## src/rtl/pbme_pkg.sv

```systemverilog
// ----------------------------------------------------------------------------
// pbme_pkg
// Shared constants and types for the profile bin mean/error core.
// ----------------------------------------------------------------------------
package pbme_pkg;

    localparam int COUNT_BITS_DEF    = 16;
    localparam int FRACTION_BITS_DEF = 16;

    localparam logic [15:0] MIN_ENTRIES_RESET = 16'd2;
    localparam logic        ERROR_MODE_RESET  = 1'b0;

    // register index, taken from paddr[2]
    localparam logic REG_MIN_ENTRIES = 1'b0;
    localparam logic REG_ERROR_MODE  = 1'b1;

    // pipeline control handed to each arithmetic unit
    typedef struct packed {
        logic advance;
        logic valid;
    } pipe_ctl_t;

endpackage

```

## src/rtl/pbme_isqrt_pipe.sv

```systemverilog
// ----------------------------------------------------------------------------
// pbme_isqrt_pipe
// Integer square root, digit by digit, one root bit per register stage.
// ----------------------------------------------------------------------------
module pbme_isqrt_pipe #(
    parameter int IN_W   = 64,
    parameter int SIDE_W = 1
) (
    input  logic                   aclk,
    input  logic                   aresetn,
    input  pbme_pkg::pipe_ctl_t    ctl_in,
    input  logic [IN_W-1:0]        radicand,
    input  logic [SIDE_W-1:0]      side,
    output logic                   out_valid,
    output logic [(IN_W+1)/2-1:0]  root,
    output logic [SIDE_W-1:0]      side_out
);

    localparam int RW = (IN_W + 1) / 2;
    localparam int PW = 2 * RW;

    logic              valid_reg [RW];
    logic [RW:0]       rem_reg   [RW];
    logic [RW-1:0]     root_reg  [RW];
    logic [PW-1:0]     y_reg     [RW];
    logic [SIDE_W-1:0] side_reg  [RW];

    for (genvar k = 0; k < RW; k++) begin : g_stage
        logic              v_in;
        logic [RW:0]       rem_in;
        logic [RW-1:0]     root_in;
        logic [PW-1:0]     y_in;
        logic [SIDE_W-1:0] side_in;
        logic [RW+2:0]     cur;
        logic [RW+2:0]     trial;
        logic [RW+2:0]     diff;
        logic              take;

        if (k == 0) begin : g_first
            assign v_in    = ctl_in.valid;
            assign rem_in  = '0;
            assign root_in = '0;
            assign y_in    = PW'(radicand);
            assign side_in = side;
        end else begin : g_next
            assign v_in    = valid_reg[k-1];
            assign rem_in  = rem_reg[k-1];
            assign root_in = root_reg[k-1];
            assign y_in    = y_reg[k-1];
            assign side_in = side_reg[k-1];
        end

        // bring down the next two radicand bits, try root*4+1
        assign cur   = {rem_in, y_in[PW-1:PW-2]};
        assign trial = {1'b0, root_in, 2'b01};
        assign take  = (cur >= trial);
        assign diff  = cur - trial;

        always_ff @(posedge aclk) begin
            if (!aresetn) begin
                valid_reg[k] <= 1'b0;
            end else if (ctl_in.advance) begin
                valid_reg[k] <= v_in;
            end
        end

        always_ff @(posedge aclk) begin
            if (ctl_in.advance) begin
                rem_reg[k]  <= take ? diff[RW:0] : cur[RW:0];
                root_reg[k] <= {root_in[RW-2:0], take};
                y_reg[k]    <= {y_in[PW-3:0], 2'b00};
                side_reg[k] <= side_in;
            end
        end
    end

    assign out_valid = valid_reg[RW-1];
    assign root      = root_reg[RW-1];
    assign side_out  = side_reg[RW-1];

endmodule

```

## config.mk

```make
export PLATFORM = sky130hd
export DESIGN_NAME = pbme_isqrt_pipe
export DESIGN_NICKNAME = d
export VERILOG_FILES = /design/src/rtl/pbme_pkg.sv /design/src/rtl/pbme_isqrt_pipe.sv
export SDC_FILE = /design/constraint.sdc
export NUM_CORES = 2
export LEC_CHECK = 0
export ABC_AREA = 0
export BUFFER_PORTS_ARGS = -buffer_cell sky130_fd_sc_hd__buf_2
export CAP_MARGIN = 20
export CORE_MARGIN = 2
export CORE_UTILIZATION = 65
export CTS_CLUSTER_SIZE = 25
export DETAILED_ROUTE_END_ITERATION = 7
export GPL_ROUTABILITY_DRIVEN = 0
export PLACE_DENSITY = 0.86
export SETUP_SLACK_MARGIN = 0.15
export SYNTH_ARGS = -nofsm -noshare
export SYNTH_HDL_FRONTEND = slang
export SYNTH_MEMORY_MAX_BITS = 65536
export SYNTH_SLANG_ARGS = --single-unit
```

## constraint.sdc

```tcl
create_clock -name aclk -period 5.91 [get_ports aclk]
set_input_delay 0.2955 -clock aclk [delete_from_list [all_inputs] [get_ports aclk]]
set_output_delay 0.2955 -clock aclk [all_outputs]
set_load 0.05 [all_outputs]
```

[Word-level counts from Yosys, hierarchy flattened]
Memories as Yosys holds them, arrays and structs flattened.
Cells that the tools add are included.
Word-level totals
  register bits: 0
  memory bits (writable): 4128
  input port bits: 69
  output and inout bits: 34
  logic and storage cells: 170
  memories: 5
Memories
  y_reg: depth 32, width 62, read ports 31, clocked after memory_dff 0, write ports 32, RTL line pbme_isqrt_pipe.sv:25  | logic [PW-1:0] y_reg [RW];
  rem_reg: depth 32, width 33, read ports 31, clocked after memory_dff 0, write ports 32, RTL line pbme_isqrt_pipe.sv:23  | logic [RW:0] rem_reg [RW];
  root_reg: depth 32, width 32, read ports 32, clocked after memory_dff 0, write ports 32, RTL line pbme_isqrt_pipe.sv:24  | logic [RW-1:0] root_reg [RW];
  side_reg: depth 32, width 1, read ports 32, clocked after memory_dff 0, write ports 32, RTL line pbme_isqrt_pipe.sv:26  | logic [SIDE_W-1:0] side_reg [RW];
  valid_reg: depth 32, width 1, read ports 32, clocked after memory_dff 0, write ports 32, RTL line pbme_isqrt_pipe.sv:22  | logic valid_reg [RW];
Operators by class
  add/subtract/negate cells: 32
  $lt $le $gt $ge: 32
  mux-type cells: 69
  bitwise logic cells: 32
Operators by type and width (count)
  35-bit by 34-bit greater-or-equal comparator with 1-bit output: 31
  33-bit two-way mux: 32
  33-bit subtractor: 31
  1-bit two-way mux: 37
  1-bit OR: 32
  2-bit by 1-bit subtractor with 3-bit output, second input constant: 1
  2-bit by 1-bit greater-or-equal comparator with 1-bit output, second input constant: 1

[Logic depth before layout (Yosys ltp)]
  word-level depth: 4
  depth in mapped cells: 14
  depth with buffers taken out: 12

[Worst setup path before layout]
Ideal clock, no wire load.
  path kind: reg2reg
  from: memory rem_reg[0][85] in the netlist's numbering
  to: memory rem_reg[0][131] in the netlist's numbering, data pin
  setup time: 0.271 ns
  arrival time: 3.303 ns
  required time: 5.639 ns
  path slack: 2.335 ns
  cell stages (with the launch flop): 11
  path buffers: 1
  clock period less this slack: 3.575 ns
  cell sequence: edfxtp_1 -> or4_4 -> or4_4 -> or4_1 -> or2_4 -> or4_4 -> o311ai_4 -> or2_1 -> buf_6 -> nor4_1 -> xor2_1
RTL lines (RTL line)
  from (decl): pbme_isqrt_pipe.sv:23

==> results.toml <==
[status]
run_status = "finished, final reports clean"

[clock_network]
clock_tree_from_tritoncts = "yes"
cts_resized = 0
cts_max_level = 5
tritoncts_num_sinks = 2559
clk_latency_ns = 0.93
numCtsBuffers = 274
clk_path_buf_depth = 4
clock-root-buffer = "sky130_fd_sc_hd__clkbuf_16"
path_clk_slew_ns = 0.07

[yosys]
ys_warn_count = 0
synth.cell_area_sq_um = 118000
synth_fp_nets = 9751
synth.yosys.seq_area_share_pct = 65.0
count_of_state_elements_after_synthesis = 2559
synthArstFlopShare_pct = 0
netlist_instances = 9121
most_frequently_used_flop_master_after_synthesis = "sky130_fd_sc_hd__edfxtp_1"
synth.avg_cell_area_sq_um = 13.0
synth_enable_flop_cells = 2558
distinct_cell_type_count_after_synthesis = 88

[floorplan]
placeableCoreArea_sq_um = 181000
die_area_sq_um = 185000
overall_die_width_microns = 431
number_of_cell_rows = 156
effective_utilization_at_floorplan_pct = 65.4
fp.dieH_microns = 431
num_io_pins = 103

[timing]
period_minus_slack_ns = 4.68
tightestPinTransition_ns = 1.24
finalHoldViolCount = 0
final-max-slew-violation-count = 0
timing.slew.headroom_pct = 17.2
rsz0062_at_grt = "no"
fin_crit_sh_pct = 79.3
tns_ns = 0
achievable-frequency_mhz = 213
timing.final.ws_setup_ns = 1.23
worst_clock_skew_ns = 0.0509
final-setup-viol-count = 0

[routing]
finalWirelength_microns = 242000
post_drt_wl_per_cell_microns = 20.1
avgViaCountPerCell = 6.21
detailedRoute.firstPassIterationCount = 7
number_of_antenna_violating_nets_in_the_routed_design = 0
initialDrtViolationCount = 7799
via_count = 74597
drc = 0

[critical_path]
cell_type_of_the_slowest_stage_on_the_worst_timing_path = "sky130_fd_sc_hd__clkinv_1"
timing.critical_path.fanout_max = 34
required_time_of_the_critical_path_ns = 6.57
crit_start = "rem_reg[1][266]"
worst_setup_path_end_kind = "flop"
path_cells = "ha_1 -> or4_1 -> o211ai_1 -> a21oi_1 -> and3_1 -> nor4_1 -> nor2_1 -> nor2b_1 -> buf_4 -> clkinv_1 -> o211ai_1 -> o22ai_1"
cp.buffers_inverters = 2
critical_path.top_delay_family = "simple AND/OR/NAND/NOR gates"
timing.rr.start = "rem_reg[1][266]"
arr_time_crit_path_ns = 5.34
reg2reg_setup_slack_ns = 1.23
path_class = "reg2reg"
startpoint_type = "flop"
worst_path_most_repeated_cell = "sky130_fd_sc_hd__o211ai_1"
critical_path.max_stage_delay_ns = 0.87

[worst_hold_path]
timing.hold.worst.class = "in2reg"
min-delay-start = "radicand[47]"

[finish]
nets = 10082
flip_flop_count_of_the_largest_register_all_copies_and_words_added = 992
layout.core_utilization_pct = 72.4
most-common-layout-cells = "sky130_fd_sc_hd__edfxtp_1, sky130_fd_sc_hd__inv_1, sky130_fd_sc_hd__nand2_1"
area_growth_pct = 10.7
finalNonFillerCells = 12008
final_common_cell = "sky130_fd_sc_hd__edfxtp_1"
post_route_cells_drive_above_1_share_pct = 7.12

[global_routing]
number_of_global_route_vias_before_repair = 74328
grt_antenna_before_repair = 2
first_pass_grt_wire_length_microns = 385000
grt_max_degree = 203
globalRoute.totalOverflow = 0
groute.usage.overall_pct = 25.9

[power]
leakagePower_nw = 50.1
total_power_w = 0.0516
powerDensity_nw_per_um2 = 394
vdd_drop_max_v = 0.000316

[placed_design]
preCtsSetupSlack_ns = 1.07
port_buffers = 102
placedCellCount = 11473
hpwl_microns = 163000

[run]
cap_violations = 0
[synthesized netlist by cell type (80+ instances only)]
cell type	number	share of area, %
sky130_fd_sc_hd__nand3_1	137	0.58
sky130_fd_sc_hd__a21oi_1	575	2.4
sky130_fd_sc_hd__o21a_1	92	0.58
sky130_fd_sc_hd__ha_1	561	5.9
sky130_fd_sc_hd__o21ai_0	500	2.1
sky130_fd_sc_hd__nor2_1	578	1.8
sky130_fd_sc_hd__edfxtp_1	2558	65
sky130_fd_sc_hd__nand2b_1	105	0.56
sky130_fd_sc_hd__nand4_1	80	0.42
sky130_fd_sc_hd__inv_1	707	2.2
sky130_fd_sc_hd__clkbuf_1	157	0.50
sky130_fd_sc_hd__a21o_1	206	1.3
sky130_fd_sc_hd__or3_1	101	0.53
sky130_fd_sc_hd__xnor2_1	406	3.0
sky130_fd_sc_hd__xor2_1	392	2.9
sky130_fd_sc_hd__nor3_1	226	0.96
sky130_fd_sc_hd__nor4_1	110	0.58
sky130_fd_sc_hd__nand2_1	655	2.1
[metrics by stage]
step	hold WS [ns]	cell area [sq um]
floorplan	0.394	118000
global placement	0.400	122000
detailed placement	0.405	122000
CTS	0.00820	131000
global route	0.0506	131000
finish	0.0733	131000
[where the power goes]
part,leakage [nW],switching [W],internal [W]
clock,4.07,0.00674,0.00954
combinational,21.3,0.00640,0.00438
sequential,24.7,0.00155,0.0230
total,50.1,0.0147,0.0369
[layer usage]
layer	part of all wire, %	global-route usage (%)	vias up
met3	6.5	3.97	915
met2	50	44.7	3477
li1	-	-	34395
met4	5.7	14.2	4
met1	37	31.3	35806
met5	0.012	0	-
[path summary, 6_finish.rpt]
check / endpoint / cells past startpoint
max: rem_reg[1][329] / 12
min: y_reg[0][47] / 2
min reg2reg: y_reg[0][859] / 0
max reg2reg: rem_reg[1][329] / 12
[kinds of logic after synthesis]
group,share of synthesized area [%]
AOI/OAI and AO/OA,9.55
adders and majority gates,5.94
DFF,65.0
xor gates and xnor gates,5.91
buffers and inverters,2.82
other,0.00317
and+or+nand+nor,9.99
muxes,0.807
[final cells by class]
cell class	count	area, sq um
Clock buffer	330	7220
Timing Repair Buffer	228	1860
Antenna cell	1	2.50
Fill cell	10996	49900
Clock inverter	131	1170
Sequential cell	2559	76800
Tap cell	2370	2970
Multi-Input combinational cell	5677	38100
Inverter	712	2670
[repair_timing]
action	in CTS	in global routing
hold buffers	70	0
hold endpoints to repair	183	0
setup buffers	0	0
(Power assumes the default switching activity.)
