`src/rtl/pbme_pkg.sv`:
```
// ----------------------------------------------------------------------------
// pbme_pkg
// Shared constants and types for the profile bin mean/error core.
// ----------------------------------------------------------------------------
package pbme_pkg;

    localparam int COUNT_BITS_DEF    = 16;
    localparam int FRACTION_BITS_DEF = 16;

    localparam logic [15:0] MIN_ENTRIES_RESET = 16'd2;
    localparam logic        ERROR_MODE_RESET  = 1'b0;

    // register index, taken from paddr[2]
    localparam logic REG_MIN_ENTRIES = 1'b0;
    localparam logic REG_ERROR_MODE  = 1'b1;

    // pipeline control handed to each arithmetic unit
    typedef struct packed {
        logic advance;
        logic valid;
    } pipe_ctl_t;

endpackage

```
`src/rtl/pbme_udiv_pipe.sv`:
```
// ----------------------------------------------------------------------------
// pbme_udiv_pipe
// Unsigned restoring divider, one quotient bit per register stage, with a
// sideband word and the divisor carried alongside each beat.
// ----------------------------------------------------------------------------
module pbme_udiv_pipe #(
    parameter int NUM_W  = 32,
    parameter int DEN_W  = 16,
    parameter int SIDE_W = 1
) (
    input  logic                aclk,
    input  logic                aresetn,
    input  pbme_pkg::pipe_ctl_t ctl_in,
    input  logic [NUM_W-1:0]    num,
    input  logic [DEN_W-1:0]    den,
    input  logic [SIDE_W-1:0]   side,
    output logic                out_valid,
    output logic [NUM_W-1:0]    quot,
    output logic [DEN_W-1:0]    den_out,
    output logic [SIDE_W-1:0]   side_out
);

    logic              valid_reg [NUM_W];
    logic [DEN_W-1:0]  rem_reg   [NUM_W];
    logic [NUM_W-1:0]  nq_reg    [NUM_W];
    logic [DEN_W-1:0]  den_reg   [NUM_W];
    logic [SIDE_W-1:0] side_reg  [NUM_W];

    for (genvar k = 0; k < NUM_W; k++) begin : g_stage
        logic              v_in;
        logic [DEN_W-1:0]  rem_in;
        logic [NUM_W-1:0]  nq_in;
        logic [DEN_W-1:0]  den_in;
        logic [SIDE_W-1:0] side_in;
        logic [DEN_W:0]    trial;
        logic [DEN_W:0]    diff;
        logic              take;

        if (k == 0) begin : g_first
            assign v_in    = ctl_in.valid;
            assign rem_in  = '0;
            assign nq_in   = num;
            assign den_in  = den;
            assign side_in = side;
        end else begin : g_next
            assign v_in    = valid_reg[k-1];
            assign rem_in  = rem_reg[k-1];
            assign nq_in   = nq_reg[k-1];
            assign den_in  = den_reg[k-1];
            assign side_in = side_reg[k-1];
        end

        assign trial = {rem_in, nq_in[NUM_W-1]};
        assign take  = (trial >= {1'b0, den_in});
        assign diff  = trial - {1'b0, den_in};

        always_ff @(posedge aclk) begin
            if (!aresetn) begin
                valid_reg[k] <= 1'b0;
            end else if (ctl_in.advance) begin
                valid_reg[k] <= v_in;
            end
        end

        always_ff @(posedge aclk) begin
            if (ctl_in.advance) begin
                rem_reg[k]  <= take ? diff[DEN_W-1:0] : trial[DEN_W-1:0];
                nq_reg[k]   <= {nq_in[NUM_W-2:0], take};
                den_reg[k]  <= den_in;
                side_reg[k] <= side_in;
            end
        end
    end

    assign out_valid = valid_reg[NUM_W-1];
    assign quot      = nq_reg[NUM_W-1];
    assign den_out   = den_reg[NUM_W-1];
    assign side_out  = side_reg[NUM_W-1];

endmodule

```
`config.mk`:
```
export PLATFORM = sky130hd
export DESIGN_NAME = pbme_udiv_pipe
export DESIGN_NICKNAME = d
export VERILOG_FILES = /design/src/rtl/pbme_pkg.sv /design/src/rtl/pbme_udiv_pipe.sv
export SDC_FILE = /design/constraint.sdc
export NUM_CORES = 2
export LEC_CHECK = 0
export BUFFER_PORTS_ARGS = -buffer_cell sky130_fd_sc_hd__buf_2
export CAP_MARGIN = 20
export CORE_MARGIN = 8
export CORE_UTILIZATION = 30
export DETAILED_ROUTE_END_ITERATION = 8
export GPL_ROUTABILITY_DRIVEN = 0
export PLACE_DENSITY = 0.51
export SYNTH_ARGS = -nofsm -noshare
export SYNTH_HDL_FRONTEND = slang
export SYNTH_SLANG_ARGS = --single-unit
```
`constraint.sdc`:
```
create_clock -name aclk -period 5.9 [get_ports aclk]
set_input_delay 0.885 -clock aclk [delete_from_list [all_inputs] [get_ports aclk]]
set_output_delay 0.885 -clock aclk [all_outputs]
set_load 0.01 [all_outputs]
```
After elaboration in Yosys (flattened, before gate mapping). Memory sizes are Yosys's and may differ from the RTL's. Index checks and enable logic that the tools add are counted.

Muxes and demuxes: 69. Bitwise operators: 32. $add $sub $neg: 32. Order comparisons: 32.

Operators with widths (number): $ge A17 B16 Y1 (31); $mux W16 (32); $sub A16 B16 Y16 (31); $mux W1 (37); $or A1 B1 Y1 (32); $ge A1 B16 Y1 (1); $sub A1 B16 Y16 (1).

Word-level logic and storage cells: 170. Memories kept: 5. Memory bits (writable): 2112. Input bits: 53. Bits in registers: 0.

Memory list: nq_reg (words 32, width 32, rd ports 32, clocked after Yosys merged registers in 0, write ports 32, line pbme_udiv_pipe.sv:25) `logic [NUM_W-1:0] nq_reg [NUM_W];`; den_reg (words 32, width 16, rd ports 32, clocked after Yosys merged registers in 0, write ports 32, line pbme_udiv_pipe.sv:26) `logic [DEN_W-1:0] den_reg [NUM_W];`; rem_reg (words 32, width 16, rd ports 31, clocked after Yosys merged registers in 0, write ports 32, line pbme_udiv_pipe.sv:24) `logic [DEN_W-1:0] rem_reg [NUM_W];`; side_reg (words 32, width 1, rd ports 32, clocked after Yosys merged registers in 0, write ports 32, line pbme_udiv_pipe.sv:27) `logic [SIDE_W-1:0] side_reg [NUM_W];`; valid_reg (words 32, width 1, rd ports 32, clocked after Yosys merged registers in 0, write ports 32, line pbme_udiv_pipe.sv:23) `logic valid_reg [NUM_W];`.

Logic depth before layout (Yosys ltp).
Word-level depth: 4. Gate-level depth with buffers: 14. Gate-level depth less buffers: 12.

Least setup slack after synthesis. Ideal clock, no wire load.

Path type: reg2reg. From: memory den_reg[8][0]. To: memory rem_reg[9][14] (netlist: rem_reg[0][158]), data pin. Cell stages (with the launch flop): 12. Period minus slack after synthesis: 2.919 ns. Library setup time: 0.262 ns. Slack: 2.981 ns. Data arrival time: 2.657 ns. Cells stage by stage: edfxtp_1 > ha_1 > fa_1 > nor2b_1 > o21ai_0 > a21boi_0 > nor4_1 > o41ai_1 > nand2_1 > a31o_2 > xnor2_1 > mux2_1.

RTL lines (line): start: declaration (pbme_udiv_pipe.sv:26); end: declaration (pbme_udiv_pipe.sv:24).

==> summary.md <==
| Metric | Value |
|---|---|
| Cell total after placement | `10.5k` |
| CTS sink cnt | `between 2k and 2.5k` |
| Max Cap Violations | `0` |
| Hold buffer count at CTS | `0` |
| CTS Root Cell | `clkbuf_16` |
| Total track usage | `a little under 10%` |
| EDFF count, synth | `2095` |
| Sequential cell area | `around 0.063 mm²` |
| Layout cell share with drive strength beyond 1 | `11.0%` |
| Final hold violations | `0` |
| Layout Skew | `roughly 0.085 ns` |
| Post-DP HPWL | `around 110000 µm` |
| CP Data Required Time | `between 6 and 7 ns` |
| H-tree levels | `4` |
| Status | `completed` |
| Fmax | `~270 MHz` |
| Antenna violations before repair | `1` |
| Most used DFF post-synth | `edfxtp_1` |
| Vias per cell | `4.54` |
| Worst Reg-to-Reg Cells | `9` |
| Hold Crit Depth | `1` |
| Final worst path period need | `approximately 3.7 ns` |
| Num CTS Buffers | `238` |
| CTS tree | `yes` |
| Hold Path Class | `in -> reg` |
| Nets | `approximately 7k` |
| Crit. End Element | `register` |
| Setup violations, final | `0` |
| Setup bufs post-CTS | `0` |
| Core footprint | `~0.31 mm²` |
| Routed vias | `49.5k` |
| R2R Path End | `rem_reg[0][216]$_DFFE_PP_` |
| RSZ-0062 raised after global routing | `false` |
| Reg2reg start | `rem_reg[0][197]$_DFFE_PP_` |
| Initial core utilization | `between 30% and 40%` |
| Largest net degree at the start of global routing | `~160` |
| CTS Buffer Depth | `4` |
| Tightest Pin Transition | `1.08 ns` |
| Synth-to-Final Area Change | `14.3%` |
| Async SR Flop Fraction | `0%` |
| Slew margin rel. | `between 20% and 30%` |
| Antenna Violating Nets Remaining | `0` |
| Die X | `roughly 570 µm` |
| Syn avg cell area | `approximately 15 µm²` |
| Non-Filler Instances | `10.9k` |
| DR WL/cell | `about 15 µm` |
| Drt drc | `0` |
| Slew Limit Fails | `0` |
| Register bit total from synthesis | `between 2k and 2.5k` |
| Detailed Route Iter0 Violations | `~3.1k` |
| Synth warnings | `0` |
| Chip height | `around 570 µm` |
| Sequential share of the synthesized area | `between 60% and 70%` |
| IR Drop Worst-Case VDD | `273 µV` |
| Setup Total Neg Slack | `0 ns` |
| Clock Latency Late Sink | `about 0.9 ns` |
| CP max FO | `30` |
| Hold_sp | `num[28]` |
| Multi-input logic area | `approximately 0.026 mm²` |
| DRT Pass-1 Iters | `6` |
| Worst-case hold path end point | `nq_reg[0][29]$_DFFE_PP_` |
| Critical Path AT | `4.32 ns` |
| Kind of critical path | `reg -> reg` |
| Global route total overflow | `0` |
| Post-CTS sizing | `0` |
| # fillers | `slightly below 30k` |
| Syn_nets | `about 7k` |
| Vias in the first global route | `between 50k and 60k` |
| Final WL | `164000 µm` |
| Die footprint | `roughly 0.32 mm²` |
| First-pass GRT wire length | `approximately 270000 µm` |
| Max reg flops | `between 1k and 1.5k` |
| IO Port Bufs | `102` |
| Cell Area, Synth | `0.0919 mm²` |
| Flop-to-flop setup slack | `2.16 ns` |
| Leakage power | `39.7 nW` |
| Num rows | `203` |
| Final period utilization | `63.5%` |
| Startpoint Class | `register` |
| # IOs | `just over 100` |
| Netlist cell types | `just over 90` |
| Pwr/cell area | `about 500 mW/mm²` |
| Clock slew at reported path FFs | `roughly 0.060 ns` |
| Post-Syn Instances | `around 6.3k` |
==> cells in the mapped netlist, types with 56 or more instances <==
| cell type | number | area share (%) |
|---|---|---|
| inv_1 | 633 | 2.6 |
| nor2_1 | 347 | 1.4 |
| o21a_1 | 56 | 0.46 |
| mux2_2 | 196 | 2.4 |
| nor2b_1 | 78 | 0.53 |
| nand3_1 | 75 | 0.41 |
| and3_1 | 58 | 0.39 |
| a21o_1 | 122 | 1.0 |
| nand2b_1 | 85 | 0.58 |
| nand2_1 | 256 | 1.0 |
| a31oi_1 | 56 | 0.38 |
| xnor2_1 | 222 | 2.1 |
| o21ai_0 | 261 | 1.4 |
| edfxtp_1 | 2095 | 68 |
| a21oi_1 | 389 | 2.1 |
| xor2_1 | 132 | 1.3 |
| nor3_1 | 101 | 0.55 |
| ha_1 | 498 | 6.8 |
==> per-stage QoR <==
step	hold slack, ns	setup WS, ns	instance area [µm²]	util (%)	total power [mW]
3_5_place_dp	0.405	2.16	97600	32.0	38.6
5_1_grt	0.0790	1.74	105000	34.4	56.0
2_1_floorplan	0.400	2.98	91900	-	34.7
4_1_cts	0.0459	2.08	105000	34.4	53.2
6_report	0.152	2.16	105000	34.4	52.5
3_3_place_gp	0.400	2.26	97600	32.0	38.2
==> where the power goes <==
part	leakage [nW]	switching (mW)	internal (mW)	total, mW
sequential	20.5	1.33	20.2	21.5
clock	3.61	5.92	8.16	14.1
combinational	15.6	9.10	7.77	16.9
total	39.7	16.4	36.1	52.5
==> layout make-up <==
class	count	area share [%]
inverter	633	2.26
clock buffer	297	5.90
sequential	2096	59.9
clock inverter	138	1.15
multi-input combinational	3498	25.0
tap	4100	4.88
timing repair buffer	140	0.961
antenna	1	0.00238
==> cell families after synthesis <==
family,count (synthesis),share of synthesized area [%]
buf+inv,713,3.06
flops,2096,68.5
xor+xnor,354,3.37
simple gates,1165,6.16
fa+ha+maj,528,7.43
mux,258,3.22
compound gates,1193,8.30
==> cells in the final DEF, fill, tap and decap left out, types with 25 or more instances in the layout <==
master,netlist,layout
nor3_1,101,101
nand2_1,256,256
xor2_1,132,132
mux2i_1,33,33
nor2_1,347,347
a211oi_1,44,44
a31oi_1,56,55
clkbuf_1,29,58
clkinv_1,0,55
nor2b_1,78,78
clkbuf_16,0,239
nand3_1,75,75
o21a_1,56,56
edfxtp_1,2095,2095
nand4_1,52,52
o21ai_0,261,260
and3_1,58,58
ha_1,498,498
inv_1,633,633
buf_2,36,101
a21o_1,122,122
a21boi_0,28,28
fa_1,30,30
xnor2_1,222,222
mux2_2,196,196
mux2_4,25,25
a21oi_1,389,389
nand2b_1,85,85
clkinv_2,0,40
==> worst max path at each step <==
stage,start,to,slack (ns),cells after the start
after global routing,den_reg[17][1]$_DFFE_PP_,rem_reg[1][36]$_DFFE_PP_,1.74,10
final,rem_reg[0][197]$_DFFE_PP_,rem_reg[0][216]$_DFFE_PP_,2.16,9
after CTS,den_reg[17][1]$_DFFE_PP_,rem_reg[1][36]$_DFFE_PP_,2.08,10
after floorplan,den_reg[8][0]$_DFFE_PP_,rem_reg[0][158]$_DFFE_PP_,2.98,11
after global placement,den_reg[17][1]$_DFFE_PP_,rem_reg[1][38]$_DFFE_PP_,2.26,10
after detailed placement,den_reg[17][1]$_DFFE_PP_,rem_reg[1][36]$_DFFE_PP_,2.16,10
==> worst max-delay path: stages (launching register included) <==
cell      delay [ns]
edfxtp_1        0.39
ha_1            0.37
a21o_1          0.24
a221o_1         0.35
a21o_1          0.19
o311ai_2        0.33
a31oi_1         0.14
a211oi_1        0.24
o21a_1          0.79
mux2_2          0.42
==> routing by layer <==
layer  GRT usage (%)  share of wire [%]  vias to the layer above
met3            1.80                4.2                      399
met1            12.6                 45                    24000
met2            16.4                 47                      917
li1                -                  -                    24200
met4            3.70                3.6                        2
met5               0               0.16                        -
Note: power is estimated with default switching activity, not from simulation.
